**config.mk**
```make
export PLATFORM = sky130hd
export DESIGN_NAME = gbb_window
export DESIGN_NICKNAME = d
export VERILOG_FILES = /design/src/gbb_pkg.sv /design/src/gbb_window.sv
export SDC_FILE = /design/constraint.sdc
export NUM_CORES = 1
export LEC_CHECK = 0
export BUFFER_PORTS_ARGS = -buffer_cell sky130_fd_sc_hd__buf_2
export CAP_MARGIN = 20
export CORE_MARGIN = 2
export CORE_UTILIZATION = 50
export CTS_CLUSTER_SIZE = 10
export DETAILED_ROUTE_END_ITERATION = 10
export PLACE_DENSITY = 0.68
export SETUP_SLACK_MARGIN = 0.1
export SYNTH_ARGS = -nofsm -noshare
export SYNTH_HDL_FRONTEND = slang
export SYNTH_SLANG_ARGS = --single-unit
```
**constraint.sdc**
```tcl
create_clock -name i_clk -period 4.3 [get_ports i_clk]
set_input_delay 0.215 -clock i_clk [delete_from_list [all_inputs] [get_ports i_clk]]
set_output_delay 0.215 -clock i_clk [all_outputs]
set_load 0.005 [all_outputs]
```
**src/gbb_pkg.sv**
```systemverilog
package gbb_pkg;

    // Field and register widths fixed by the block's interface.
    localparam int DIM_W      = 12;
    localparam int COORD_W    = 11;
    localparam int PIX_W      = 8;
    localparam int APB_DATA_W = 32;
    localparam int PADDR_W    = 3;

    // Register index, taken from paddr[2].
    localparam logic REG_IMAGE_WIDTH  = 1'b0;
    localparam logic REG_IMAGE_HEIGHT = 1'b1;

    // Reset values of the frame size registers.
    localparam logic [DIM_W-1:0] RESET_IMAGE_WIDTH  = 12'd640;
    localparam logic [DIM_W-1:0] RESET_IMAGE_HEIGHT = 12'd480;

    // Luma weights in 0.8 fixed point. They sum to 256.
    localparam logic [7:0] LUMA_R     = 8'd54;
    localparam logic [7:0] LUMA_G     = 8'd184;
    localparam logic [7:0] LUMA_B     = 8'd18;
    localparam int         LUMA_SHIFT = 8;

    typedef struct packed {
        logic [DIM_W-1:0] width;
        logic [DIM_W-1:0] height;
        logic             restart;
    } t_cfg;

    typedef struct packed {
        logic tap_load;
        logic sum_load;
        logic out_load;
    } t_win_ctl;

endpackage

```
**src/gbb_window.sv**
```systemverilog
module gbb_window #(
    parameter int KERNEL_SIZE = 7
) (
    input  logic                          i_clk,
    input  gbb_pkg::t_win_ctl             i_ctl,
    input  logic [(KERNEL_SIZE-1)*8-1:0]  i_line,
    input  logic [gbb_pkg::PIX_W-1:0]     i_gray,
    input  logic                          i_win_valid,
    output logic [gbb_pkg::PIX_W-1:0]     o_blurred
);
    import gbb_pkg::*;

    localparam int KK        = KERNEL_SIZE * KERNEL_SIZE;
    localparam int LINE_W    = (KERNEL_SIZE - 1) * 8;
    localparam int COL_W     = KERNEL_SIZE * 8;
    localparam int CSUM_W    = $clog2(KERNEL_SIZE * 255 + 1);
    localparam int WSUM_W    = $clog2(KK * 255 + 1);
    localparam int DIV_SHIFT = WSUM_W + 6;
    localparam int RECIP     = ((1 << DIV_SHIFT) + KK - 1) / KK;
    localparam int RECIP_W   = DIV_SHIFT + 1;
    localparam int PROD_W    = WSUM_W + RECIP_W;

    logic [COL_W-1:0]  w_col;
    logic [CSUM_W-1:0] n_csum;
    logic [WSUM_W-1:0] n_wsum;
    logic [PROD_W-1:0] n_prod;
    logic [CSUM_W-1:0] r_tap [KERNEL_SIZE];
    logic [WSUM_W-1:0] r_wsum;

    assign w_col = {i_line[LINE_W-1:0], i_gray};

    always_comb begin
        n_csum = '0;
        for (int i = 0; i < KERNEL_SIZE; i++) begin
            n_csum = n_csum + CSUM_W'(w_col[8*i +: 8]);
        end
    end

    always_comb begin
        n_wsum = '0;
        for (int j = 0; j < KERNEL_SIZE; j++) begin
            n_wsum = n_wsum + WSUM_W'(r_tap[j]);
        end
    end

    // Division by the window area as a multiply by a rounded-up reciprocal;
    // the shift leaves enough guard bits to make the floor exact.
    assign n_prod = PROD_W'(r_wsum) * PROD_W'(RECIP);

    always_ff @(posedge i_clk) begin
        if (i_ctl.tap_load) begin
            r_tap[0] <= n_csum;
            for (int j = 1; j < KERNEL_SIZE; j++) begin
                r_tap[j] <= r_tap[j-1];
            end
        end
        if (i_ctl.sum_load) begin
            r_wsum <= n_wsum;
        end
        if (i_ctl.out_load) begin
            o_blurred <= i_win_valid ? n_prod[DIV_SHIFT +: PIX_W] : '0;
        end
    end

endmodule

```
# == Yosys cells after proc, flatten, opt, wreduce, memory -nomap -nowiden ==
# Memories as Yosys holds them, arrays and structs flattened.
# Cells that the tools add are included.
# word_totals
ram_bits,77
output_inout_bits,8
inputBits,61
memories,1
register_bits,22
# memory_table
memory,words,width,read_ports,rd_clocked_by_memory_dff,wr,line_no,source
r_tap,7,11,7,0,7,gbb_window.sv:27,logic [CSUM_W-1:0] r_tap [KERNEL_SIZE];
# classes
mux,2
mul,1
add_sub_neg,12
# op_table
cell,n
$add A14 B11 Y14,3
$add A11 B8 Y11,3
$mul A14 B12 Y25 const B,1
$add A13 B11 Y14,1
$add A12 B11 Y13,1
$add A11 B11 Y12,1
$add A10 B8 Y11,1
$add A9 B8 Y10,1
$add A8 B8 Y9,1
$mux W1,2

# == Longest topological paths before layout ==
# An unclocked memory read counts as a cell.
# depth
ltp_word,7
ltp_mapped,17

# == Worst setup path after synthesis ==
# Ideal clock, no wire load.
# synth_path
path_kind,register to register
startpoint,memory r_tap[0][2] (netlist bit)
endpoint,"register r_wsum[13], data pin"
setup_ns,0.265
path_buffers,0
required_time_ns,4.035
arrival_time_ns,4.143
stages_incl_launch_ff,16
slack_ns,-0.107
path_cell_list,edfxtp_1 -> inv_1 -> fa_1 -> inv_1 -> fa_1 -> inv_1 -> fa_1 -> fa_1 -> inv_1 -> fa_1 -> a21o_2 -> a21oi_1 -> o211ai_1 -> o21a_1 -> o31ai_1 -> a21oi_1
# synth_rtl
element,line_no,source
start: declaration,gbb_window.sv:27,
end signal: assignment,gbb_window.sv:58,r_wsum <= n_wsum;
end: declaration,gbb_window.sv:28,logic [WSUM_W-1:0] r_wsum;

# == Worst setup path after layout ==
# layout_path
startpoint,register r_wsum[3]
endpoint,"register o_blurred[7] (netlist bit), data pin"
# layout_between
elab_chain_cells,1
# layout_rtl
element,line_no,source
$mul A14 B12 Y25,gbb_window.sv:48,assign n_prod = PROD_W'(r_wsum) * PROD_W'(RECIP);
end signal: assignment,gbb_window.sv:61,o_blurred <= i_win_valid ? n_prod[DIV_SHIFT +: PIX_W] : '0;
end: declaration,gbb_window.sv:9,output logic [gbb_pkg::PIX_W-1:0] o_blurred
# No other way between the ends.
# A chain may end at the register's enable or synchronous reset.

==> impl_metrics.ini <==
[cts]
path_clk_slew_ns = 0.08
holdBufCountCts = 0
clk_path_buf_depth = 2
cts-root-buf = clkbuf_16
insertion_delay_ns = 0.36
cts_tree = done
cts_buffers = 9
h-tree-depth = 3
cts_sinks = 99

[worst_setup_path]
required_ns = 4.42
timing.rr.end = o_blurred[7]$_SDFFCE_PN0P_
crit_top_cell = fa_1
r2r_slack_ns = -0.25
cp_max_fo = 4
cp-start-kind = register
critical-path-slowest-cell = fa_1
critPathArrivalTime_ns = 4.66
criticalPathCategory = register to register
end_kind = register
r2r_start = r_wsum[3]$_DFFE_PP_
reg2reg_depth = 15
path_cells = ha_1 -> inv_1 -> fa_1 -> inv_1 -> fa_1 -> fa_1 -> fa_1 -> ha_4 -> a22oi_2 -> nand2_2 -> a211oi_4 -> nor3b_4 -> buf_4 -> a311oi_2 -> mux2i_1
crit_path_max_incr_delay_ns = 0.53

[run_status]
run_status = complete, but fails checks
violations = negative setup slack

[detailed_routing]
avgRoutedWirePerCell_um = 14.9
dr_wl_met3_um = 408
via_count = 5176
maxUsedRoutingLayer = met4
ant_nets = 0
dr.pass1.iters = 4
wl_met1_mm = 6.50
initialDrtViolationCount = 194
routed_wl_mm = 15.3
via_per_inst = 5.04
routed-wl-met2_mm = 8.10
drc = 0

[final_layout]
syn2layout_area_growth_pct = 19.7
drive_gt1_frac = 0.247
ff_latch_area_um2 = 2970
multi_input_area_um2 = 5570
layout.nets = 1117
diodes = 0
fillers = 1284
final_common_cell = inv_1
final_cell_mix = inv_1, fa_1, ha_1, edfxtp_1, buf_2
stdcell_area_um2 = 10500

[sta]
finalCritPeriodShare = 1.06
slew_headroom = 0.524
drv_slew = 0
period_needed_ns = 4.55
clock_skew_ns = 0.0140
finalHoldViolations = 0
fmax_mhz = 220
worst_pin_slew_ns = 0.714
rsz0062_at_grt = true
finalWorstSetupSlack_ns = -0.249
setup_violations = 11

[worst_hold_path]
holdPathStages = 2
min-delay-start = i_gray[0]
min_to = r_tap[0][0]$_DFFE_PP_
min_path_type = input port to register

[logic_synthesis]
seq_area_frac_synth = 0.338
synth_cell_type_count = 45
ys_warn_count = 0
synth_ff_type = edfxtp_1
synth_top_area_cell = edfxtp_1
syn_nets = 984
synthArstFlopShare = 0
syn-cell-area_um2 = 8810
avgSynthCellArea_um2 = 13.2
synthTopCellsByArea = edfxtp_1, fa_1, ha_1, inv_1, xnor2_1
syn_inst = 665
synth_top_area_frac = 0.338
synth-edff-count = 99
ys_seq_elements = 99

[grt]
grt_pass1_wl_mm = 25.7
track_usage = 0.177
first_global_vias = 5742
grt_max_degree = 44
antenna_found_initial = 0
overflow = 0

[floorplan]
dieArea_um2 = 18700
start_util = 0.511
num_rows = 48
boundaryPins = 69
die_h_um = 137
core_um2 = 17200
die_w_um = 137

[placement]
portBuffers = 68
place_area_um2 = 9730
hpwl_mm = 12.4
gp_congestion = 0.866

[flow_run]
maxCapViolCount = 0
==> layout make-up <==
class / count / share of cell area
clock inverter: 7 / 0.00867
sequential: 99 / 0.282
multi-input combinational: 400 / 0.528
timing repair buffer: 124 / 0.0743
clock buffer: 9 / 0.0214
inverter: 164 / 0.0584
tap: 225 / 0.0267
==> metal layers <==
metal | up-vias | GRT usage
met3 | 25 | 0.0300
met1 | 2624 | 0.229
li1 | 2452 | -
met5 | - | 0
met2 | 75 | 0.308
met4 | 0 | 0.0480
==> cells in the mapped netlist (2+ instances only) <==
| cell | instances |
|---|---|
| o31ai_1 | 4 |
| nand2_1 | 13 |
| edfxtp_1 | 99 |
| xnor2_1 | 15 |
| inv_1 | 164 |
| nor2_1 | 15 |
| nand2b_1 | 4 |
| fa_1 | 140 |
| nand4_1 | 2 |
| a21oi_1 | 18 |
| xor2_1 | 5 |
| ha_1 | 118 |
| o221ai_1 | 2 |
| mux2i_1 | 4 |
| o21a_1 | 4 |
| nand3_1 | 3 |
| o211ai_1 | 3 |
| nor3_1 | 4 |
| nor2b_1 | 3 |
| o21ai_0 | 10 |
| a21o_1 | 4 |
| or3_1 | 2 |
| o311ai_0 | 2 |
| a211oi_1 | 3 |
| nor4_1 | 2 |
| clkbuf_1 | 2 |
| or4_1 | 2 |
==> sequential cells by signal, indices dropped and copies added (netlist names) <==
register / flops
r_tap: 77
r_wsum: 14
o_blurred: 8
==> through the flow <==
| stage | setup TNS [ns] | instances | setup WS [ns] | utilization | hold WS (ns) |
|---|---|---|---|---|---|
| after global routing | -3.13 | 1028 | -0.391 | 0.611 | 0.148 |
| final | -1.48 | 1028 | -0.249 | 0.611 | 0.159 |
| after floorplan | 0 | 665 | 0.0240 | - | 0.327 |
| after detailed placement | -2.08 | 991 | -0.339 | 0.564 | 0.438 |
| after CTS | -1.08 | 1023 | -0.164 | 0.600 | 0.145 |
| after global placement | -1.07 | 991 | -0.181 | 0.564 | 0.430 |
==> worst max-delay path by stage <==
stage / start / end / cells after the start
after detailed placement: r_wsum[4]$_DFFE_PP_ / o_blurred[6]$_SDFFCE_PN0P_ / 14
after floorplan: r_wsum[1]$_DFFE_PP_ / o_blurred[7]$_SDFFCE_PN0P_ / 14
final: r_wsum[3]$_DFFE_PP_ / o_blurred[7]$_SDFFCE_PN0P_ / 15
after CTS: r_wsum[6]$_DFFE_PP_ / o_blurred[7]$_SDFFCE_PN0P_ / 16
after global routing: r_wsum[1]$_DFFE_PP_ / o_blurred[7]$_SDFFCE_PN0P_ / 16
after global placement: r_wsum[4]$_DFFE_PP_ / o_blurred[6]$_SDFFCE_PN0P_ / 14
==> cell families after synthesis <==
kind of cell,Yosys count,synth area share
AND/OR/NAND/NOR,55,0.0314
adder cells (fa/ha/maj),258,0.486
XOR/XNOR,20,0.0199
flip-flops,99,0.338
buffers and inverters,166,0.0708
AO/OA/AOI/OAI,62,0.0486
multiplexers,5,0.00583
==> worst max-delay path: cells and delay by family (launching register included) <==
kind                       cells  cell delay, ns
and+or+nand+nor                2            0.23
adders and majority gates      6            2.47
AOI/OAI and AO/OA              3            0.77
buffers and inverters          3            0.25
DFF                            1            0.47
muxes                          1            0.11
==> repair_timing <==
| action | in CTS | in global routing |
|---|---|---|
| setup endpoints to repair | 13 | 15 |
| setup buffers | 16 | 5 |
| resized for setup | 40 | 23 |
| pin swaps | 21 | 19 |
Power is not shown: default switching activity piles up to over one toggle a cycle in this logic, so the estimate is an artifact.
