**config.mk**
```make
export PLATFORM = sky130hd
export DESIGN_NAME = gbb_apb_regs
export DESIGN_NICKNAME = d
export VERILOG_FILES = /design/src/gbb_pkg.sv /design/src/gbb_apb_regs.sv
export SDC_FILE = /design/constraint.sdc
export NUM_CORES = 1
export LEC_CHECK = 0
export BUFFER_PORTS_ARGS = -buffer_cell sky130_fd_sc_hd__buf_2
export CORE_MARGIN = 1
export CORE_UTILIZATION = 35
export DETAILED_ROUTE_END_ITERATION = 10
export HOLD_SLACK_MARGIN = 0.06
export PLACE_DENSITY = 0.78
export SLEW_MARGIN = 15
export SYNTH_ARGS = -nofsm -noshare
export SYNTH_HDL_FRONTEND = slang
export SYNTH_SLANG_ARGS = --single-unit
```
**constraint.sdc**
```tcl
create_clock -name i_clk -period 1.6 [get_ports i_clk]
set_input_delay 0.24 -clock i_clk [delete_from_list [all_inputs] [get_ports i_clk]]
set_output_delay 0.24 -clock i_clk [all_outputs]
set_load 0.02 [all_outputs]
```
**src/gbb_pkg.sv**
```systemverilog
package gbb_pkg;

    // Field and register widths fixed by the block's interface.
    localparam int DIM_W      = 12;
    localparam int COORD_W    = 11;
    localparam int PIX_W      = 8;
    localparam int APB_DATA_W = 32;
    localparam int PADDR_W    = 3;

    // Register index, taken from paddr[2].
    localparam logic REG_IMAGE_WIDTH  = 1'b0;
    localparam logic REG_IMAGE_HEIGHT = 1'b1;

    // Reset values of the frame size registers.
    localparam logic [DIM_W-1:0] RESET_IMAGE_WIDTH  = 12'd640;
    localparam logic [DIM_W-1:0] RESET_IMAGE_HEIGHT = 12'd480;

    // Luma weights in 0.8 fixed point. They sum to 256.
    localparam logic [7:0] LUMA_R     = 8'd54;
    localparam logic [7:0] LUMA_G     = 8'd184;
    localparam logic [7:0] LUMA_B     = 8'd18;
    localparam int         LUMA_SHIFT = 8;

    typedef struct packed {
        logic [DIM_W-1:0] width;
        logic [DIM_W-1:0] height;
        logic             restart;
    } t_cfg;

    typedef struct packed {
        logic tap_load;
        logic sum_load;
        logic out_load;
    } t_win_ctl;

endpackage

```
**src/gbb_apb_regs.sv**
```systemverilog
module gbb_apb_regs #(
    parameter int MAX_WIDTH   = 2048,
    parameter int MAX_HEIGHT  = 2048,
    parameter int KERNEL_SIZE = 7
) (
    input  logic                            i_clk,
    input  logic                            i_rst_n,
    input  logic                            psel,
    input  logic                            penable,
    input  logic                            pwrite,
    input  logic [gbb_pkg::PADDR_W-1:0]     paddr,
    input  logic [gbb_pkg::APB_DATA_W-1:0]  pwdata,
    output logic [gbb_pkg::APB_DATA_W-1:0]  prdata,
    output logic                            pready,
    output gbb_pkg::t_cfg                   o_cfg
);
    import gbb_pkg::*;

    logic [DIM_W-1:0] r_width;
    logic [DIM_W-1:0] r_height;
    logic             w_wr;
    logic             w_idx;

    // Values below the kernel or above the storage limit are saturated.
    function automatic logic [DIM_W-1:0] clamp_dim(input logic [DIM_W-1:0] v, input int hi);
        logic [DIM_W-1:0] res;
        if (32'(v) < 32'(KERNEL_SIZE)) begin
            res = DIM_W'(KERNEL_SIZE);
        end else if (32'(v) > 32'(hi)) begin
            res = DIM_W'(hi);
        end else begin
            res = v;
        end
        return res;
    endfunction

    assign w_wr   = psel && penable && pwrite;
    assign w_idx  = paddr[2];
    assign pready = 1'b1;

    always_ff @(posedge i_clk) begin
        if (!i_rst_n) begin
            r_width  <= RESET_IMAGE_WIDTH;
            r_height <= RESET_IMAGE_HEIGHT;
        end else if (w_wr) begin
            case (w_idx)
                REG_IMAGE_WIDTH:  r_width  <= clamp_dim(pwdata[DIM_W-1:0], MAX_WIDTH);
                REG_IMAGE_HEIGHT: r_height <= clamp_dim(pwdata[DIM_W-1:0], MAX_HEIGHT);
                default: ;
            endcase
        end
    end

    always_comb begin
        case (w_idx)
            REG_IMAGE_WIDTH:  prdata = APB_DATA_W'(r_width);
            REG_IMAGE_HEIGHT: prdata = APB_DATA_W'(r_height);
            default:          prdata = '0;
        endcase
    end

    // Every write hits one of the two registers and restarts the frame.
    always_comb begin
        o_cfg.width   = r_width;
        o_cfg.height  = r_height;
        o_cfg.restart = w_wr;
    end

endmodule

```
# Yosys cells after proc, flatten, opt, wreduce, memory -nomap -nowiden
# Index checks and enable logic that the tools add are counted.
dict set report classes {
  n_lt_le_gt_ge 2
  bitwise 1
  muxes 3
  n_reduce_logical 4
}
# op n
set op_table {}
lappend op_table {{$pmux 32 s2} 1}
lappend op_table {{$mux 12} 2}
lappend op_table {{$gt 12x12->1 const B} 1}
lappend op_table {{$lt 12x3->1 const B} 1}
lappend op_table {{$reduce_and 2->1} 2}
lappend op_table {{$logic_and 1x1->1} 2}
lappend op_table {{$not 1->1} 1}
dict set report totals {
  wordCells 12
  reg_bits 24
  input_bits 40
  out_inout_bits 58
}

# Logic depth before layout (Yosys ltp)
# Gate-level depths: netlist of the first run.
dict set report depth {
  depth_word 3
  mapped_depth 5
  depth_no_buf 3
}

# Worst setup path before layout of the first run
# OpenSTA, ideal clock, no wires.
dict set report synth_timing {
  path_type {input-to-reg}
  from {in pwdata[7] (netlist name)}
  to {reg r_height[4]}
  arrival_ns 1.096
  setup_ns 0.096
  slack_ns 0.408
  path_buffers 1
  stages 4
  required_ns 1.504
  path_cell_list {nor4_4 > a31oi_1 > buf_6 > o41ai_2}
}
dict set report synth_between {
  elab_chain_len 3
  word_cells_on_any_way 4
  classes_between {order compare: 2; mux: 2}
}
# item line
set synth_rtl {}
lappend synth_rtl {{start: declaration} gbb_apb_regs.sv:12} ;# input logic [gbb_pkg::APB_DATA_W-1:0] pwdata,
lappend synth_rtl {{$gt 12x12->1} gbb_apb_regs.sv:29} ;# end else if (32'(v) > 32'(hi)) begin
lappend synth_rtl {{$mux 12} gbb_apb_regs.sv:29}
lappend synth_rtl {{$mux 12 *} gbb_apb_regs.sv:27} ;# if (32'(v) < 32'(KERNEL_SIZE)) begin
lappend synth_rtl {{end signal: assignment} gbb_apb_regs.sv:48} ;# REG_IMAGE_HEIGHT: r_height <= clamp_dim(pwdata[DIM_W-1:0], MAX_HEIGHT);
lappend synth_rtl {{end: declaration} gbb_apb_regs.sv:20} ;# logic [DIM_W-1:0] r_height;
# Every way passes the cells marked *; elsewhere a longest branch is shown, timed or not.
# A chain may end at the register's enable or synchronous reset.

# Worst setup path after layout of the first run
dict set report layout_timing {
  from {in paddr[2] (netlist name)}
  to {out prdata[3] (netlist name)}
}
dict set report layout_between {
  elab_chain_len 2
}
# item line
set layout_rtl {}
lappend layout_rtl {{start: declaration} gbb_apb_regs.sv:11} ;# input logic [gbb_pkg::PADDR_W-1:0] paddr,
lappend layout_rtl {{$not 1->1} n/a}
lappend layout_rtl {{$pmux 32 s2 *} gbb_apb_regs.sv:55} ;# case (w_idx)
lappend layout_rtl {{end: declaration} gbb_apb_regs.sv:13} ;# output logic [gbb_pkg::APB_DATA_W-1:0] prdata,
# Every way passes the cells marked *; elsewhere a longest branch is shown, timed or not. The select of a mux whose other input is x is not followed.

==> metrics.csv, run 1 <==
stage;metric;value;unit
run_status;outcome;complete, no violations;
setup_path;Worst Path Class, Setup;in -> out;
yosys;post-synthesis cell count;141;
final_layout;# diodes;0;
timing;fin. max-slew vios;0;
clock_network;Skew-Pair Late Insertion Delay;0.25;ns
die;Die X;63.50;µm
global_routing;grt ovf;0;
yosys;Mapped Area;1324;µm²
die;Die H;63.50;µm
timing;count of final setup violators;0;
placed_design;HPWL after detailed placement;2208;µm
clock_network;H-tree depth;1;
placed_design;PortBufs;54;
clock_network;Worst-path clk slew;0.07;ns
yosys;yosys warns;0;
detailed_routing;DR pass1 iterations;4;
timing;Fmax;718.4;MHz
detailed_routing;Routed WL;2766;µm
clock_network;post_cts resized;0;
detailed_routing;antenna-violating nets left;0;
global_routing;largest net degree at the start of global routing;16;
die;# rows;21;
global_routing;Total GRT Usage;14.27;%
power_and_ir_drop;power share of the clock group;28.3;%
final_layout;fin nets;234;
setup_path;CP required;1.36;ns
die;Placeable Area;3468;µm²
power_and_ir_drop;Switch Pwr;0.3248;mW
die;Initial Utilization;38.17;%
power_and_ir_drop;Pwr Density;732.9;nW/µm²
placed_design;GP Congestion;0.7718;
yosys;Syn Area/Cell;9.388;µm²
final_layout;layout cells sized above 1;42.19;%
yosys;register area share after synthesis;36.29;%
power_and_ir_drop;internal power;0.8454;mW
global_routing;vias in the first global route;975;
setup_path;Critical Path Max Stage Delay;0.33;ns
die;Die ar.;4032;µm²
clock_network;Post-CTS Setup Bufs;0;
power_and_ir_drop;worst vdd ir;0.2795;mV
setup_path;critical-path cell list;buf_2 > buf_4 > mux2_2 > buf_2;
timing;RSZ-0062 raised after global routing;false;
die;I/O pins;98;
setup_path;R2R Setup Slk;0.95;ns
detailed_routing;DRC;0;
timing;fraction of the cycle the final worst path needs;87.00;%
detailed_routing;WL per Instance;11.62;µm
detailed_routing;Vias;1126;
final_layout;Area growth syn-to-layout;20.60;%
clock_network;Root Buffer;clkbuf_8;
power_and_ir_drop;Switching Share;27.75;%
setup_path;Critical Path End Type;primary output;
power_and_ir_drop;share of total power in combinational logic;19.0;%
setup_path;Worst Path Arrival;1.15;ns
clock_network;clk buf depth;2;
timing;Fin. Hold Viols;0;
global_routing;initial antenna violation count;0;
power_and_ir_drop;Seq pwr share;52.7;%
power_and_ir_drop;P_leak;0.8102;nW
timing;Setup TNS Final;0;ns
setup_path;Setup crit start kind;input pin;
worst_hold_path;Hold Crit Start;pwdata[5];
timing;post-layout min period;1.392;ns
detailed_routing;drt initial violations;48;
final_layout;fin area;1597;µm²
final_layout;Fillers;349;
timing;Final Skew;0;ns
clock_network;clock sinks;24;
placed_design;Placed Area;1555;µm²
setup_path;crit-path max FO;9;
setup_path;R2R Path Start;r_height[7];
yosys;Synth cell types;26;
yosys;number of synthesized register bits;24;
setup_path;Crit. Startpoint;paddr[2];
worst_hold_path;Hold Path Class;in -> reg;
clock_network;CTS tree;yes;
clock_network;CTS Hold Bufs;0;
clock_network;CTS buffer count;3;
global_routing;first-pass GRT wire length;4560;µm
detailed_routing;vias per std cell;4.731;
setup_path;Slowest cell on crit path;mux2_2;
setup_path;most used cell, CP;buf_2;
flow_run;Max-Cap Viols;0;
## cell usage in the layout, fill, tap and decap left out
cell type,count
mux2_2,12
conb_1,21
o311ai_0,1
nor2_1,4
nand4_2,1
buf_2,54
mux2i_1,4
o41ai_1,1
dfxtp_1,24
or2_0,1
a21oi_1,9
and3_1,1
a31oi_1,1
nand4b_4,1
o31ai_1,16
o41ai_2,1
inv_1,9
nor3_1,1
or3_1,1
clkbuf_8,3
nand3_1,14
nand2_1,2
buf_4,7
nor2b_1,1
nor4_4,2
## area by class of cell
| cell class | instances | area, µm² | share of cell area, % |
|---|---|---|---|
| Multi-Input combinational cell | 95 | 660.6 | 41.38 |
| Inverter | 9 | 33.78 | 2.116 |
| Tap cell | 46 | 57.56 | 3.605 |
| Sequential cell | 24 | 480.5 | 30.09 |
| Clock buffer | 3 | 41.29 | 2.586 |
| Timing Repair Buffer | 61 | 322.8 | 20.22 |
## metal layers
metal,GRT usage (%),up-vias,wire length [µm],share of wire [%]
li1,-,562,-,-
met1,18.40,522,1188,43
met2,23.01,40,1373,50
met3,2.174,2,177,6.4
met4,6.818,0,27,0.98
met5,0,-,0,0
## synth_stat cells (all sizes together)
cell type   n  share of area [%]
o31ai      16                9.1
nand4b      1                1.8
nand4       1               0.95
mux2i       4                3.0
clkbuf      6                1.7
o311ai      1               0.66
mux2       12                 10
or2         1               0.47
buf        26                 15
conb        2               0.57
and3        1               0.47
dfxtp      24                 36
nor2b       1               0.47
nor4        2                3.2
nand3      14                5.3
or3         1               0.47
a21oi       9                3.4
o41ai       2                1.9
inv         9                2.6
a31oi       1               0.47
nor2        4                1.1
nand2       2               0.57
nor3        1               0.38
## registers in the layout, summed over array words and instances (netlist names)
signal,flops
r_height,12
r_width,12
## worst max-delay path: cells and delay by family
kind	cells	cell delay [ns]
buffers and inverters	3	0.58
multiplexers	1	0.33
## worst paths after layout
kind | end | depth (start not counted)
max | prdata[3] | 4
min | r_height[5] | 3
max reg2reg | r_height[7] | 2
min reg2reg | r_height[9] | 2
## power by group through the flow
| stage | sequential [mW] | clock [mW] | combinational (mW) |
|---|---|---|---|
| 2_1_floorplan | 0.644 | 0 | 0.178 |
| 3_3_place_gp | 0.630 | 0 | 0.221 |
| 3_5_place_dp | 0.631 | 0 | 0.223 |
| 4_1_cts | 0.617 | 0.345 | 0.223 |
| 5_1_grt | 0.619 | 0.370 | 0.241 |
| 6_report | 0.617 | 0.331 | 0.222 |
## cells by family (layout without fill, tap and decap cells)
logic type,count (synthesis),after routing,share of synthesized area [%]
buffers and inverters,41,73,19.19
AO/OA/AOI/OAI,29,29,15.50
AND/OR/NAND/NOR,29,29,15.22
flip-flops,24,24,36.29
multiplexers,16,16,13.23
other,2,21,0.5673
## metrics by stage
stage	total power [mW]	util (%)	hold slack, ns	setup slack [ns]	instances
2_1_floorplan	0.8212	-	0.4028	0.4083	160
3_3_place_gp	0.8515	44.84	0.4577	0.1825	235
3_5_place_dp	0.8536	44.84	0.4564	0.1325	235
4_1_cts	1.184	46.03	0.2746	0.1936	238
5_1_grt	1.229	46.03	0.2863	0.1389	238
6_report	1.170	46.03	0.2815	0.2080	238
(Power assumes the default switching activity.)
==> run 2: changes to the inputs <==
Settings changed: REMOVE_ABC_BUFFERS from default to 1.
==> run 2 against run 1 <==
  * Sequential share of layout area shrank 0.49 points
  * Clock skew is the same
  * Final cell count grew 0.42%
  * Critical path depth is the same
  * Die area is the same
  * Critical endpoint is now prdata[8]
==> metrics.csv, run 2 (same netlist as run 1, synthesis figures left out) <==
stage;metric;value;unit
power_and_ir_drop;power share of the clock group;32.4;%
final_layout;fin nets;234;
power_and_ir_drop;Pwr Density;771.1;nW/µm²
power_and_ir_drop;Switching Share;28.05;%
placed_design;HPWL after detailed placement;2245;µm
final_layout;most frequent cells in the layout;buf_2, dfxtp_1, conb_1;
final_layout;commonest non-fill, non-tap cell in the layout;buf_2;
detailed_routing;DRC;0;
timing;Fmax;743.1;MHz
final_layout;fin area;1623;µm²
placed_design;PortBufs;54;
die;Initial Utilization;38.17;%
clock_network;CTS tree;yes;
worst_hold_path;Hold Path Class;in -> reg;
run_status;outcome;complete, no violations;
detailed_routing;WL per Instance;12.28;µm
final_layout;# diodes;0;
setup_path;Worst Path Arrival;1.11;ns
power_and_ir_drop;Seq pwr share;49.3;%
detailed_routing;vias per std cell;4.724;
clock_network;Skew-Pair Late Insertion Delay;0.26;ns
flow_run;Max-Cap Viols;0;
clock_network;post_cts resized;0;
final_layout;layout cells sized above 1;42.49;%
clock_network;clock sinks;24;
setup_path;most used cell, CP;buf_2;
setup_path;critical-path cell list;buf_2 > buf_12 > mux2_2 > buf_2;
clock_network;Worst-path clk slew;0.08;ns
die;I/O pins;98;
global_routing;Total GRT Usage;14.84;%
global_routing;first-pass GRT wire length;4754;µm
final_layout;Largest regs;r_height: 12 flops, r_width: 12 flops;
global_routing;largest net degree at the start of global routing;16;
die;Die ar.;4032;µm²
clock_network;CTS buffer count;3;
setup_path;CP required;1.36;ns
timing;Final Skew;0;ns
clock_network;Root Buffer;clkbuf_8;
die;# rows;21;
power_and_ir_drop;P_leak;0.8220;nW
setup_path;Worst Path Class, Setup;in -> out;
setup_path;Critical Path End Type;primary output;
clock_network;H-tree depth;1;
die;Die H;63.50;µm
power_and_ir_drop;Switch Pwr;0.3510;mW
setup_path;crit-path max FO;8;
setup_path;Setup crit start kind;input pin;
placed_design;GP Congestion;0.8130;
timing;post-layout min period;1.346;ns
setup_path;crit path buf inv count;3;
final_layout;Area growth syn-to-layout;22.59;%
global_routing;initial antenna violation count;0;
clock_network;clk buf depth;2;
placed_design;Placed Area;1568;µm²
power_and_ir_drop;worst vdd ir;0.2675;mV
timing;fraction of the cycle the final worst path needs;84.10;%
detailed_routing;drt initial violations;41;
timing;Setup TNS Final;0;ns
detailed_routing;DR pass1 iterations;4;
timing;fin. max-slew vios;0;
timing;RSZ-0062 raised after global routing;false;
setup_path;cell family with most CP delay;buffers and inverters;
timing;count of final setup violators;0;
timing;Fin. Hold Viols;0;
setup_path;Slowest cell on crit path;mux2_2;
global_routing;vias in the first global route;977;
detailed_routing;Routed WL;2934;µm
setup_path;Critical Path Max Stage Delay;0.33;ns
clock_network;Post-CTS Setup Bufs;0;
final_layout;Fillers;363;
power_and_ir_drop;internal power;0.9004;mW
clock_network;CTS Hold Bufs;0;
detailed_routing;antenna-violating nets left;0;
die;Die X;63.50;µm
detailed_routing;Vias;1129;
power_and_ir_drop;share of total power in combinational logic;18.3;%
global_routing;grt ovf;0;
die;Placeable Area;3468;µm²
run 2: changes by cell type in the layout (fill, tap and decap cells not counted):
cell,change
buf_12,+1
buf_4,-1
clkbuf_8,+1
run 2: path summary, 6_finish.rpt:
kind | startpoint | end | slack [ns] | depth (start not counted)
worst max-delay path | paddr[2] | prdata[8] | 0.25 | 4
worst min-delay path | pwdata[3] | r_height[3] | 0.28 | 3
worst max register to register | r_height[8] | r_height[8] | 0.95 | 2
worst min register to register | r_height[9] | r_height[9] | 0.47 | 2
run 2: layout make-up:
cell class / count / area, µm² / share of cell area (%)
well taps: 46 / 57.56 / 3.547
clock buffers: 4 / 55.05 / 3.392
repair buffers: 61 / 335.3 / 20.66
inverters: 9 / 33.78 / 2.082
multi-input cells: 95 / 660.6 / 40.71
flip-flops and latches: 24 / 480.5 / 29.61
run 2: power groups by stage:
stage / combinational (mW) / clock, mW / sequential (mW)
after floorplan: 0.116 / 0 / 0.644
after global placement: 0.227 / 0 / 0.630
after detailed placement: 0.229 / 0 / 0.631
after CTS: 0.229 / 0.413 / 0.617
after global routing: 0.248 / 0.436 / 0.619
final: 0.230 / 0.405 / 0.616
run 2: tightest hold or removal path, delay by kind of cell:
family                 cells  cell delay [ns]
AOI/OAI and AO/OA          1             0.07
buffers and inverters      2             0.18
run 2: through the flow:
step	power (mW)	std cells	worst slack, ns	hold WS (ns)	utilization, %
final	1.251	239	0.2544	0.2759	46.79
after global routing	1.303	239	0.2082	0.2921	46.79
after CTS	1.259	239	0.2420	0.2745	46.79
after detailed placement	0.8597	235	0.1420	0.4658	45.20
after global placement	0.8573	235	0.1608	0.4592	45.20
after floorplan	0.7596	128	0.3102	0.3313	-
run 2: routing by layer:
metal / share of wire (%) / track usage (%)
met4: 0.99 / 6.818
met1: 43 / 17.63
met2: 51 / 26.86
met3: 4.9 / 0.9058
met5: 0 / 0
